$ cat src/rtl/apt_pkg.sv
// ----------------------------------------------------------------------------
// apt_pkg: shared types and constants for the affine point transform
// Fixed-point widths, the configuration register map with its reset values,
// and the control bundle that steps the row datapaths.
// ----------------------------------------------------------------------------
package apt_pkg;

  localparam int COMP_W    = 32;
  localparam int FRAC_W    = 16;
  localparam int PROD_W    = 2 * COMP_W;
  localparam int TERM_W    = COMP_W + FRAC_W;
  localparam int SUM_W     = PROD_W + 2;
  localparam int NUM_ROWS  = 3;
  localparam int NUM_CFG   = 2 * NUM_ROWS;
  localparam int CFG_W     = 2 * COMP_W;
  localparam int CFG_IDX_W = 3;

  typedef logic signed [COMP_W-1:0] comp_t;

  localparam comp_t SAT_MAX = {1'b0, {(COMP_W-1){1'b1}}};
  localparam comp_t SAT_MIN = {1'b1, {(COMP_W-1){1'b0}}};

  typedef enum logic [CFG_IDX_W-1:0] {
    REG_ROW0_COLS01 = 3'd0,
    REG_ROW0_COLS23 = 3'd1,
    REG_ROW1_COLS01 = 3'd2,
    REG_ROW1_COLS23 = 3'd3,
    REG_ROW2_COLS01 = 3'd4,
    REG_ROW2_COLS23 = 3'd5
  } cfg_reg_t;

  // Identity matrix with zero translation.
  localparam logic [CFG_W-1:0] CFG_RESET [NUM_CFG] = '{
    64'h0000_0000_0001_0000,
    64'h0000_0000_0000_0000,
    64'h0001_0000_0000_0000,
    64'h0000_0000_0000_0000,
    64'h0000_0000_0000_0000,
    64'h0000_0000_0001_0000
  };

  // Coefficients of one matrix row, unpacked from its two registers.
  typedef struct packed {
    comp_t c0;
    comp_t c1;
    comp_t c2;
    comp_t t;
  } row_coef_t;

  // Load enables for the three datapath register stages.
  typedef struct packed {
    logic en_mul;
    logic en_sum;
    logic en_out;
  } stage_en_t;

endpackage

$ cat src/rtl/apt_cfg_regs.sv
// ----------------------------------------------------------------------------
// apt_cfg_regs: matrix coefficient register file
// Holds the six 64-bit configuration registers and presents them as
// per-row coefficient sets. Writes to unknown indexes are dropped.
// ----------------------------------------------------------------------------
module apt_cfg_regs (
  input  logic                                       clk,
  input  logic                                       rst,
  input  logic                                       wr_en,
  input  logic [apt_pkg::CFG_IDX_W-1:0]              wr_index,
  input  logic [apt_pkg::CFG_W-1:0]                  wr_data,
  output apt_pkg::row_coef_t [apt_pkg::NUM_ROWS-1:0] rows
);
  import apt_pkg::*;

  logic [CFG_W-1:0] regs [NUM_CFG];

  always_ff @(posedge clk) begin
    if (rst) begin
      for (int i = 0; i < NUM_CFG; i++) begin
        regs[i] <= CFG_RESET[i];
      end
    end else if (wr_en && (wr_index <= REG_ROW2_COLS23)) begin
      regs[wr_index] <= wr_data;
    end
  end

  always_comb begin
    for (int r = 0; r < NUM_ROWS; r++) begin
      rows[r].c0 = regs[2*r][COMP_W-1:0];
      rows[r].c1 = regs[2*r][CFG_W-1:COMP_W];
      rows[r].c2 = regs[2*r+1][COMP_W-1:0];
      rows[r].t  = regs[2*r+1][CFG_W-1:COMP_W];
    end
  end

endmodule

$ cat config.mk
export PLATFORM = sky130hd
export DESIGN_NAME = apt_cfg_regs
export DESIGN_NICKNAME = d
export VERILOG_FILES = /design/src/rtl/apt_pkg.sv /design/src/rtl/apt_cfg_regs.sv
export SDC_FILE = /design/constraint.sdc
export NUM_CORES = 1
export LEC_CHECK = 0
export CORE_AREA = 2 2 176 178
export DETAILED_ROUTE_END_ITERATION = 16
export DIE_AREA = 0 0 178 180
export DONT_BUFFER_PORTS = 1
export PLACE_DENSITY = 0.6
export SLEW_MARGIN = 10
export SYNTH_ARGS = -nofsm -noshare
export SYNTH_HDL_FRONTEND = slang
export SYNTH_SLANG_ARGS = --single-unit
$ cat constraint.sdc
create_clock -name clk -period 4.85 [get_ports clk]
set_input_delay 0.97 -clock clk [delete_from_list [all_inputs] [get_ports clk]]
set_output_delay 0.97 -clock clk [all_outputs]
set_load 0.005 [all_outputs]
* Yosys cells after proc, flatten, opt, wreduce, memory -nomap -nowiden
Memories as Yosys holds them, arrays and structs flattened. Cells that the tools add are included. Widths: inputs -> output; s select.
Word-level totals: output and inout bits 384, input port bits 70, RAM bits 384, word-level logic and storage cells 12, register bits 0, memories kept 1
Operators by class: muxes and demuxes 8, magnitude comparators 1, reductions and logical operators 2
Memory list:
- regs | depth 6, width 64, read ports 6, clocked after Yosys merged registers in 0, wr ports 6, RTL line apt_cfg_regs.sv:16 | logic [CFG_W-1:0] regs [NUM_CFG];
Operators with widths (number):
- $mux 64 | 1
- $reduce_or 64->1 | 1
- $mux 1 | 6
- $le 3x3->1 const B | 1
- $mux 3 | 1
- $logic_and 1x1->1 | 1

* Depth between registers and ports, before layout
depth in word-level cells 7, depth in mapped cells 5, mapped depth without buffers 2

* Worst setup path before layout
OpenSTA, ideal clock, no wires.
path kind input port to flip-flop, from input port wr_index[2] (netlist name), to memory regs[0][0] (netlist name) (enable), cell stages on the path 4, data arrival time 3.173 ns, library setup time 0.433 ns, required time 4.417 ns, slack 1.245 ns, path buffers 2, cell sequence buf_6 or4b_1 buf_2 nand2b_1
RTL lines:
- start: declaration | RTL line apt_cfg_regs.sv:10 | input logic [apt_pkg::CFG_IDX_W-1:0] wr_index,
- end: declaration | RTL line apt_cfg_regs.sv:16

==> summary.txt <==
Status - finished clean
Multi-input logic area - 2080 sq um
Final worst-path cycle share - 55.2%
Worst EP arrival - 2.81 ns
Cell Area, Placed - 14,200 sq um
Hold EP - regs[2][48]$_SDFFCE_PN1P_
Syn Inst Count - 899
Die H - 180 um
Syn_nets - 969
Die ar. - 32,000 sq um
Cts hold-fix bufs - 0
Area Growth Syn to Fin - 11.7%
Slew Viols, Final - 0
DRC viols - 0
Lkg Pwr - 5.10 nW
NetSw - 1.54 mW
TNS Setup - 0 ns
Iter 0 DRT Violations - 716
Largest net degree at the start of global routing - 76
CP Cell Sequence - or4b_4 -> nand2b_4
Fillers - 2,448
Met3 Use GR - 6.09%
Clock buffer count from CTS - 39
Pwr/cell area - 464 nW/um^2
Switching Share - 21.6%
Worst Hold Depth - 1
1st-pass router iterations - 4
Clk pin slew, worst setup/hold paths - 0.06 ns
CTS max path bufs - 3
Comb pwr share - 3.2%
Reg area - 11,500 sq um
Root buf cell - clkbuf_16
Final core utilization - 50.8%
Largest Register - regs
Die width - 178 um
Final Hold Vio Count - 0
Final Wtd Congestion - 0.786
Layout Nets - 963
Wire length per cell - 27.0 um
Synth Register Bits - 384
CP max FO - 64
Critical path data required time - 4.98 ns
Post-DP HPWL - 20,900 um
Starting density of the core - 45.5%
Core area - 30,200 sq um
Setup violators final - 0
Critical Path Max Stage Delay - 0.88 ns
Post-CTS setup buffer count - 0
GR Util met1 - 26.2%
Max-Cap Viols - 0
Vias/cell - 5.48
Post-Syn Area per Cell - 15.3 sq um
Largest register FFs - 384
H-tree levels - 2
Max VDD drop - 0.226 mV
Vias - 7,207
Clock network power share - 39.7%
Biggest regs - regs (384)
Post-Route WL - 35,500 um
Ant diodes - 0
Critical hold path startpoint - wr_data[48]
Tmin final - 2.68 ns
Internal - 5.58 mW
Number of global-route vias before repair - 7,199
Worst min path class - in -> reg
Synth warn - 0
Clk sinks - 384
Routing usage on met2 - 36.3%
Ports - 454
Rows - 64
Max_slew headroom - 25.6%
Sequential area share after synthesis - 84.0%
RSZ-0062 raised after global routing - false
Post-synth cell types - 17
Sequential fraction of design power - 57.1%
Buffers on Ports - 0
Synthesized cell area - 13,700 sq um
CP top delay family - simple AND/OR/NAND/NOR gates
Grt ovf - 0
GR peak layer - met2
All-layer global routing usage - 21.6%
Max Clk Rate - 373 MHz
Kind of end point of the critical path - flip-flop
CTS tree - yes
Post-CTS sizing - 0
Layout cell share with drive strength beyond 1 - 7.18%
Antenna violations before repair - 0
Crit-path slowest cell - or4b_4
First-pass GRT wire length - 50,600 um
Worst slew pin tran - 1.12 ns
Post-route cell area - 15,300 sq um
Critical path buffer and inverter count - 0
Crit path launch type - input port
Antenna viol nets, final - 0
Critical path type - in -> reg
## cells in the mapped netlist
cell / number / area share, %
edfxtp_1: 384 / 84
nor2_1: 377 / 10
nand2b_1: 69 / 3.1
clkbuf_1: 26 / 0.71
buf_1: 15 / 0.41
buf_2: 10 / 0.36
nand4bb_1: 3 / 0.25
or3_1: 3 / 0.14
nand4b_1: 2 / 0.13
nor3_1: 2 / 0.073
nor3b_1: 2 / 0.11
a21bo_2: 1 / 0.073
a41o_1: 1 / 0.073
buf_6: 1 / 0.082
inv_1: 1 / 0.027
or4b_1: 1 / 0.073
or4bb_1: 1 / 0.082
## cells by family after synthesis
| kind of cell | Yosys count | synth area share [%] |
|---|---|---|
| buf+inv | 53 | 1.59 |
| compound gates | 2 | 0.146 |
| flops | 384 | 84.0 |
| simple gates | 460 | 14.3 |
## cell type report
cell class              count  area share [%]
flip-flops and latches    384            75.1
multi-input cells         462            13.6
inverters                   1          0.0245
well taps                 396            3.23
clock inverters            21           0.970
repair buffers              5           0.245
clock buffers              46            6.81
## stage by stage
step | total power [mW] | hold slack [ns] | setup WS (ns) | cells
2_1_floorplan | 4.21 | 1.15 | 1.24 | 899
3_3_place_gp | 4.36 | 1.15 | 1.63 | 1248
3_5_place_dp | 4.37 | 1.15 | 1.60 | 1248
4_1_cts | 7.18 | 0.616 | 2.12 | 1315
5_1_grt | 7.32 | 0.621 | 2.09 | 1315
6_report | 7.12 | 0.641 | 2.17 | 1315
## power by group through the flow
stage	Clock (mW)	Sequential, mW	Combinational, mW
floorplan	0	4.06	0.152
global placement	0	4.13	0.231
detailed placement	0	4.13	0.237
CTS	2.88	4.07	0.237
global route	2.99	4.08	0.253
finish	2.83	4.06	0.228
## metal layers
metal  wire length [um]  vias up
met5                  0        -
met4               1270        0
met3               3240       72
met2              17800      425
met1              13100     3618
li1                   -     3092
## cells in the final DEF, fill, tap and decap left out, drive strengths merged
master,count
or3,3
nand2b,69
a21bo,1
nand4b,2
inv,2
clkbuf,46
a41o,1
nor3b,2
or4b,1
bufinv,2
nor2,377
clkinvlp,1
or4bb,1
nand4bb,3
edfxtp,384
nor3,2
buf,5
clkinv,17
## worst max path at each step
stage	depth (start not counted)	startpoint	end	slack (ns)
6_report	2	wr_index[0]	regs[0][53]$_SDFFCE_PN0P_	2.17
5_1_grt	2	wr_index[0]	regs[0][2]$_SDFFCE_PN0P_	2.09
4_1_cts	2	wr_index[0]	regs[0][57]$_SDFFCE_PN0P_	2.12
3_5_place_dp	2	wr_index[0]	regs[0][4]$_SDFFCE_PN0P_	1.60
3_3_place_gp	2	wr_index[0]	regs[0][23]$_SDFFCE_PN0P_	1.63
2_1_floorplan	4	wr_index[2]	regs[0][0]$_SDFFCE_PN0P_	1.24
(Power assumes the default switching activity.)
